==> src/rtl/rti_pkg.sv <==
// ----------------------------------------------------------------------------
// rti_pkg
// Types, constants and the divider step for the ray/triangle test.
// ----------------------------------------------------------------------------
package rti_pkg;

    localparam int NUM_REGS = 8;
    localparam int DIV_BITS = 32;
    localparam int DIV_PER_STAGE = 2;
    localparam int DIV_STAGES = DIV_BITS / DIV_PER_STAGE;

    localparam logic [2:0] REG_ORG_X = 3'd0;
    localparam logic [2:0] REG_ORG_Y = 3'd1;
    localparam logic [2:0] REG_ORG_Z = 3'd2;
    localparam logic [2:0] REG_DIR_X = 3'd3;
    localparam logic [2:0] REG_DIR_Y = 3'd4;
    localparam logic [2:0] REG_DIR_Z = 3'd5;
    localparam logic [2:0] REG_T_LO  = 3'd6;
    localparam logic [2:0] REG_T_HI  = 3'd7;

    localparam logic signed [31:0] T_MAX_Q = 32'sh7FFF_FFFF;
    localparam logic signed [31:0] T_MIN_Q = 32'sh8000_0000;

    typedef logic signed [15:0] coord_t;
    typedef logic signed [16:0] diff_t;

    typedef struct packed {
        coord_t ox, oy, oz;
        coord_t dx, dy, dz;
    } ray_t;

    typedef struct packed {
        logic vld;
        logic signed [50:0] det0, det1, det2;
        logic signed [50:0] nb0, nb1, nb2;
        logic signed [50:0] ng0, ng1, ng2;
        logic signed [51:0] nt0, nt1, nt2;
    } prod_t;

    typedef struct packed {
        logic        vld;
        logic        cond;
        logic        tneg;
        logic [52:0] det;
        logic [71:0] x;
    } quot_in_t;

    typedef struct packed {
        logic        vld;
        logic        cond;
        logic        tneg;
        logic        ovf;
        logic [52:0] det;
        logic [52:0] rem;
        logic [31:0] xlo;
        logic [31:0] q;
    } div_t;

    function automatic div_t div_step(div_t s);
        div_t        o;
        logic [53:0] r;
        o = s;
        for (int i = 0; i < DIV_PER_STAGE; i++)
        begin
            r = {o.rem, o.xlo[31]};
            o.xlo = {o.xlo[30:0], 1'b0};
            if (r >= {1'b0, o.det})
            begin
                r = r - {1'b0, o.det};
                o.q = {o.q[30:0], 1'b1};
            end
            else
            begin
                o.q = {o.q[30:0], 1'b0};
            end
            o.rem = r[52:0];
        end
        return o;
    endfunction

endpackage

==> src/rtl/rti_reduce.sv <==
// ----------------------------------------------------------------------------
// rti_reduce
// Determinant and numerator sums, sign normalization, barycentric test and
// dividend setup for the floor quotient (three stages).
// ----------------------------------------------------------------------------
module rti_reduce
    import rti_pkg::*;
(
    input  logic     clk,
    input  logic     rst_n,
    input  logic     en,
    input  prod_t    prod,
    output quot_in_t qin
);

    logic s4_vld_reg, s5_vld_reg, s6_vld_reg;
    logic signed [52:0] det_reg, nb_reg, ng_reg;
    logic signed [53:0] nt_reg;
    logic               nz_reg;
    logic [52:0]        deta_reg;
    logic signed [53:0] nbn_reg, ngn_reg;
    logic signed [54:0] ntn_reg;
    quot_in_t           q_reg;

    logic [54:0] mag;
    logic        neg;

    always_ff @(posedge clk or negedge rst_n)
    begin
        if (!rst_n)
        begin
            s4_vld_reg <= 1'b0;
            s5_vld_reg <= 1'b0;
            s6_vld_reg <= 1'b0;
        end
        else if (en)
        begin
            s4_vld_reg <= prod.vld;
            s5_vld_reg <= s4_vld_reg;
            s6_vld_reg <= s5_vld_reg;
        end
    end

    assign neg = det_reg[52];
    assign mag = ntn_reg[54] ? 55'(-ntn_reg) : 55'(ntn_reg);

    always_ff @(posedge clk)
    begin
        if (en)
        begin
            det_reg <= 53'(prod.det0) + 53'(prod.det1) + 53'(prod.det2);
            nb_reg  <= 53'(prod.nb0) + 53'(prod.nb1) + 53'(prod.nb2);
            ng_reg  <= 53'(prod.ng0) + 53'(prod.ng1) + 53'(prod.ng2);
            nt_reg  <= -(54'(prod.nt0) + 54'(prod.nt1) + 54'(prod.nt2));

            nz_reg   <= (det_reg != '0);
            deta_reg <= neg ? 53'(-det_reg) : 53'(det_reg);
            nbn_reg  <= neg ? -54'(nb_reg) : 54'(nb_reg);
            ngn_reg  <= neg ? -54'(ng_reg) : 54'(ng_reg);
            ntn_reg  <= neg ? -55'(nt_reg) : 55'(nt_reg);

            q_reg.vld  <= 1'b0;
            q_reg.cond <= nz_reg && !nbn_reg[53] && !ngn_reg[53]
                          && (nbn_reg <= $signed({1'b0, deta_reg}))
                          && (55'(nbn_reg) + 55'(ngn_reg) <= $signed({2'b0, deta_reg}));
            q_reg.tneg <= ntn_reg[54];
            q_reg.det  <= deta_reg;
            q_reg.x    <= {1'b0, mag[54:0], 16'b0}
                          + (ntn_reg[54] ? {19'b0, deta_reg - 53'd1} : 72'd0);
        end
    end

    always_comb
    begin
        qin     = q_reg;
        qin.vld = s6_vld_reg;
    end

endmodule

==> config.mk <==
export PLATFORM = sky130hd
export DESIGN_NAME = rti_reduce
export DESIGN_NICKNAME = d
export VERILOG_FILES = /design/src/rtl/rti_pkg.sv /design/src/rtl/rti_reduce.sv
export SDC_FILE = /design/constraint.sdc
export NUM_CORES = 2
export LEC_CHECK = 0
export ABC_AREA = 1
export BUFFER_PORTS_ARGS = -buffer_cell sky130_fd_sc_hd__clkbuf_2
export CORE_UTILIZATION = 46
export DETAILED_ROUTE_END_ITERATION = 8
export GPL_TIMING_DRIVEN = 0
export PLACE_DENSITY_LB_ADDON = 0.1
export SLEW_MARGIN = 10
export SYNTH_ARGS = -nofsm -noshare
export SYNTH_HDL_FRONTEND = slang
export SYNTH_SLANG_ARGS = --single-unit
==> constraint.sdc <==
create_clock -name clk -period 5.1 [get_ports clk]
set_input_delay 1.275 -clock clk [delete_from_list [all_inputs] [get_ports clk]]
set_output_delay 1.275 -clock clk [all_outputs]
set_load 0.02 [all_outputs]
# Word-level counts from Yosys, hierarchy flattened
# Cells that the tools add are included.
totals:
  wordCells: 49
  regBits: 560
op_classes:
  add_sub_neg: 17
  n_reduce_logical: 7
  muxes: 6
  magnitude_cmp: 2
op_table:
  columns: ["cell", "count"]
  rows:
  - ["adder 52 x 51 -> 53 bit", 3]
  - ["adder 51 x 51 -> 52 bit", 3]
  - ["two-way mux 55 bit", 2]
  - ["two-way mux 54 bit", 2]
  - ["negator 53 -> 54 bit", 2]
  - ["adder 71 x 53 -> 72 bit", 1]
  - ["adder 54 x 54 -> 55 bit", 1]
  - ["less-or-equal comparator 55 x 54 -> 1 bit", 1]
  - ["negator 54 -> 55 bit", 1]
  - ["negator 55 bit", 1]
  - ["adder 53 x 52 -> 54 bit", 1]
  - ["less-or-equal comparator 54 bit", 1]
  - ["negator 54 bit", 1]
  - ["adder 52 x 52 -> 53 bit", 1]
  - ["two-way mux 53 bit", 1]
  - ["negator 53 bit", 1]
  - ["nonzero test 53 bit", 1]
  - ["subtractor 53 x 1 -> 53 bit, second input constant", 1]
  - ["two-way mux 52 bit", 1]
  - ["logical AND 1 bit", 4]
  - ["logical NOT 1 bit", 2]

# Longest topological paths before layout
depth:
  ltp_word: 5
  depth_mapped: 30

# Worst setup path before layout
# OpenSTA, ideal clock, no wires.
synth_timing:
  path_kind: "input-to-reg"
  from: "input prod[1] in the netlist's numbering"
  to: "register nt_reg[25] (data pin)"
  required_ps: 4842
  arrival_time_ps: 3808
  path_stages: 13
  path_buffers: 0
  slack_ps: 1034
  setup_time_ps: 258
  cell_sequence: "ha_1 > inv_1 > fa_1 > ha_1 > inv_1 > fa_1 > o21ai_1 > a21oi_1 > o21ai_1 > a21oi_1 > o21bai_1 > a21oi_1 > xnor2_1"
synth_between:
  elab_chain_cells: 2
synth_lines:
  columns: ["item", "line_no", "rtl"]
  rows:
  - ["from (decl)", "rti_reduce.sv:12", "input prod_t prod,"]
  - ["adder 53 x 52 -> 54 bit", "rti_reduce.sv:54", "nt_reg <= -(54'(prod.nt0) + 54'(prod.nt1) + 54'(prod.nt2));"]
  - ["negator 54 bit", "rti_reduce.sv:54", null]
  - ["to (signal assigned)", "rti_reduce.sv:54", null]
  - ["to (decl)", "rti_reduce.sv:18", "logic signed [53:0] nt_reg;"]
# No other way between the ends.
# A chain may end at the register's enable or synchronous reset.

# Final worst setup path
layout_timing:
  from: "register nbn_reg[14]"
  to: "register q_reg, in the netlist qin[126] (data pin)"
layout_between:
  elab_chain_cells: 3
  word_cells_on_any_way: 5
  classes_between: "1 x add/sub; 2 x order compare; 2 x reduce/logical"
layout_lines:
  columns: ["item", "line_no", "rtl"]
  rows:
  - ["from (decl)", "rti_reduce.sv:21", "logic signed [53:0] nbn_reg, ngn_reg;"]
  - ["from (signal assigned)", "rti_reduce.sv:58", "nbn_reg <= neg ? -54'(nb_reg) : 54'(nb_reg);"]
  - ["adder 54 x 54 -> 55 bit or less-or-equal comparator 54 bit (tied branches)", "rti_reduce.sv:65, rti_reduce.sv:64", null]
  - ["less-or-equal comparator 55 x 54 -> 1 bit or logical AND 1 bit (tied branches)", "rti_reduce.sv:65, rti_reduce.sv:64", null]
  - ["logical AND 1 bit *", "rti_reduce.sv:65", "&& (55'(nbn_reg) + 55'(ngn_reg) <= $signed({2'b0, deta_reg}));"]
  - ["to (decl)", "rti_reduce.sv:23", "quot_in_t q_reg;"]
# Every way passes the cells marked *; elsewhere a longest branch is shown, timed or not.

==> reports/metrics.csv <==
stage;metric;value;unit
routing;Routed WL;178000;um
cells_and_area;Syn-to-layout area delta;15.4;%
yosys;Mapped Area;52600;um^2
die;Die Y;340;um
sta;fin. max-slew vios;0;
cells_and_area;final instance area;60700;um^2
status;status;finished, final reports clean;
placed_design;IO buf count;746;
routing;DRT antenna net count;0;
yosys;Yosys reg bits;560;
yosys;post-synth net total;7774;
power_and_ir_drop;Worst IR Drop VDD;0.239;mV
yosys;sequential area share after synthesis;32.0;%
clock_network;CTS max path bufs;3;
sta;crit share post-route;95.9;%
setup_path;Worst Path Max Fanout;4;
sta;highest clock rate;205;MHz
yosys;Synth area leaders;edfxtp_1, ha_1, fa_1;
yosys;Avg Inst Size Synth;8.11;um^2
setup_path;crit path DAT;5.29;ns
global_route;initial antenna violation count;7;
clock_network;Reg clk slew, reported paths;0.06;ns
die;Die W;340;um
clock_network;Root Buffer;clkbuf_16;
hold_path;HP Class;in2async;
sta;Worst Skew;0.0342;ns
power_and_ir_drop;Power Density;517;nW/um^2
setup_path;Reg2Reg Depth;18;
power_and_ir_drop;static leakage power;27.4;nW
setup_path;Worst setup SP type;flip-flop;
global_route;grt total ovfl;0;
global_route;first-pass GRT wire length;267000;um
die;Initial Utilization;46.6;%
yosys;biggest area consumer among synthesized cells;edfxtp_1;
placed_design;placed cell areas;58400;um^2
sta;Hold Fails Final Rpt;0;
global_route;GRT Util Overall;30.1;%
die;io pins;747;
cells_and_area;max reg flops;127;
die;# rows;123;
setup_path;Setup CP Type;reg2reg;
setup_path;CP peak stage delay;0.51;ns
sta;final number of setup-violating endpoints;0;
yosys;Syn. warnings;0;
clock_network;CTS buffer count;67;
placed_design;gpl congestion;1.01;
yosys;Distinct cells, synth;63;
setup_path;CP required;5.50;ns
cells_and_area;Fillers;11000;
yosys;Mapped Cells;6483;
routing;routed via count;47800;
sta;RSZ-0062 raised after global routing;no;
setup_path;crit path from;nbn_reg[14];
global_route;vias in the first global route;46400;
die;Core Region;113000;um^2
setup_path;critical path's slowest cell;edfxtp_1;
setup_path;worst r2r src;nbn_reg[14];
die;die area;116000;um^2
sta;Worst Tran Pin Value;1.39;ns
routing;drt wl/cell;20.0;um
yosys;Post-synth EDFFs;557;
cells_and_area;post-layout net count;8597;
routing;vias per inst;5.40;
placed_design;Detailed Place HPWL;152000;um
sta;Slew HR;7.62;%
routing;Pre-antenna DRT Iters;5;
setup_path;crit-path cells;ha_1 -> a21oi_1 -> o21ai_0 -> a21oi_1 -> nand3_1 -> a21oi_2 -> o21ai_2 -> a21oi_1 -> xnor2_2 -> ha_1 -> nand2_1 -> nor4_1 -> nand2_1 -> nor4b_1 -> nand4_1 -> nand2_1 -> nor2_1 -> nor2_1;
yosys;Post-synth top flop;edfxtp_1;
yosys;asr flop ratio synth;0.536;%
routing;DRC errors left;0;
clock_network;H-tree Lvls;3;
routing;First DRT Iteration DRCs;3855;
setup_path;Critical Path Sink Type;flip-flop;
run;Max-Cap Viols;0;
cells_and_area;share of cells above drive strength 1;13.7;%
global_route;pin count of the biggest net entering global routing;114;
cells_and_area;utilization after layout;53.7;%
yosys;Yosys top cell area share;31.8;%
clock_network;TritonCTS Sinks;560;
power_and_ir_drop;total power;31.3;mW
clock_network;CTS tree;yes;
sta;Period minus WS final;4.89;ns
clock_network;Clock Latency Late Sink;0.65;ns
[layer usage]
metal | vias to the layer above | share of wire [%] | track usage (%)
li1 | 23400 | - | -
met1 | 22400 | 43 | 40.5
met2 | 1688 | 47 | 51.0
met3 | 240 | 6.2 | 3.37
met4 | 8 | 2.9 | 8.86
met5 | - | 0.031 | 0
[cell usage after synthesis (all sizes together), types with 14 or more instances]
| master | count |
|---|---|
| xnor2 | 165 |
| a31oi | 87 |
| a21boi | 18 |
| nor4 | 64 |
| o21a | 33 |
| clkbuf | 23 |
| a21oi | 513 |
| nor3 | 137 |
| xor2 | 357 |
| o21bai | 43 |
| nand2 | 1133 |
| ha | 462 |
| nand3 | 251 |
| nor2 | 874 |
| fa | 210 |
| edfxtp | 557 |
| o211ai | 15 |
| a21o | 50 |
| inv | 950 |
| o21ai | 371 |
| nand4 | 81 |
| buf | 14 |
[final cells by class]
type                       count  area, um^2  share of cell area [%]
sequential                   560       16800                    27.7
buffer                        37         165                   0.272
timing repair buffer         754        3900                    6.43
clock buffer                  82        1750                    2.89
tap                         1500        1880                    3.09
clock inverter                37         434                   0.716
multi-input combinational   4933       32100                    53.0
inverter                     953        3580                    5.90
antenna                        1        2.50                 0.00413
[per-stage QoR]
stage / setup slack, ns / hold WS, ns / TNS (ns) / instances
2_1_floorplan: 1.03 / 0.426 / 0 / 6483
3_3_place_gp: -6.89 / 0.438 / -3597.85 / 8729
3_5_place_dp: -0.376 / 0.446 / -3.86 / 8734
4_1_cts: 0.00302 / 0.394 / 0 / 8854
5_1_grt: 0.0134 / 0.411 / 0 / 8856
6_report: 0.212 / 0.424 / 0 / 8857
[where the power goes]
part	switching (mW)	internal [mW]	leakage [nW]
registers	1.83	7.44	5.49
clock network	1.97	2.79	1.05
logic	11.5	5.85	20.8
total	15.3	16.1	27.4
[logic make-up (layout without fill, tap and decap cells)]
kind of cell,count (synthesis),count (layout),share of synthesized area (%)
multiplexers,1,1,0.0214
adder cells (fa/ha/maj),672,672,19.0
AND/OR/NAND/NOR,2573,2573,20.9
other,1,2,0.00713
AO/OA/AOI/OAI,1164,1164,12.4
flip-flops,560,560,32.0
XOR/XNOR,522,522,8.69
buffers and inverters,990,1863,7.08
[cell usage in the layout, fill, tap and decap left out, types with 15 or more instances in the layout]
cell,n
a21o_1,50
a21oi_1,508
a31oi_1,86
clkbuf_1,27
clkbuf_16,68
clkbuf_2,754
edfxtp_1,557
fa_1,210
ha_1,462
inv_1,937
nand2_1,1117
nand3_1,240
nand4_1,81
nor2_1,830
nor2_2,34
nor3_1,121
nor4_1,61
o211ai_1,15
o21a_1,33
o21ai_0,328
o21ai_1,30
o21bai_1,43
xnor2_1,164
xor2_1,357
[worst max-delay path, delay by kind of cell, from the launching register on]
family          cells  cell delay [ns]
xor+xnor            1             0.18
fa+ha+maj           2             0.72
flops               1             0.51
simple gates        9             1.87
compound gates      6             1.38
[repair_timing]
action,in CTS,in global routing
setup buffers,1,2
pin swaps,0,2
endpoints found under the setup margin,25,20
gates resized for setup,6,17
gates cloned,0,0
hold buffers,0,0
[final timing paths]
| check | endpoint | slack [ns] |
|---|---|---|
| min in group clk | ngn_reg[0] | 0.46 |
| worst max-delay path | qin[126] | 0.21 |
| worst min register to register | ngn_reg[0] | 0.46 |
| max in group asynchronous | s6_vld_reg | 4.56 |
| worst max register to register | qin[126] | 0.21 |
| worst min-delay path | s5_vld_reg | 0.42 |
Note: power is estimated with default switching activity, not from simulation.
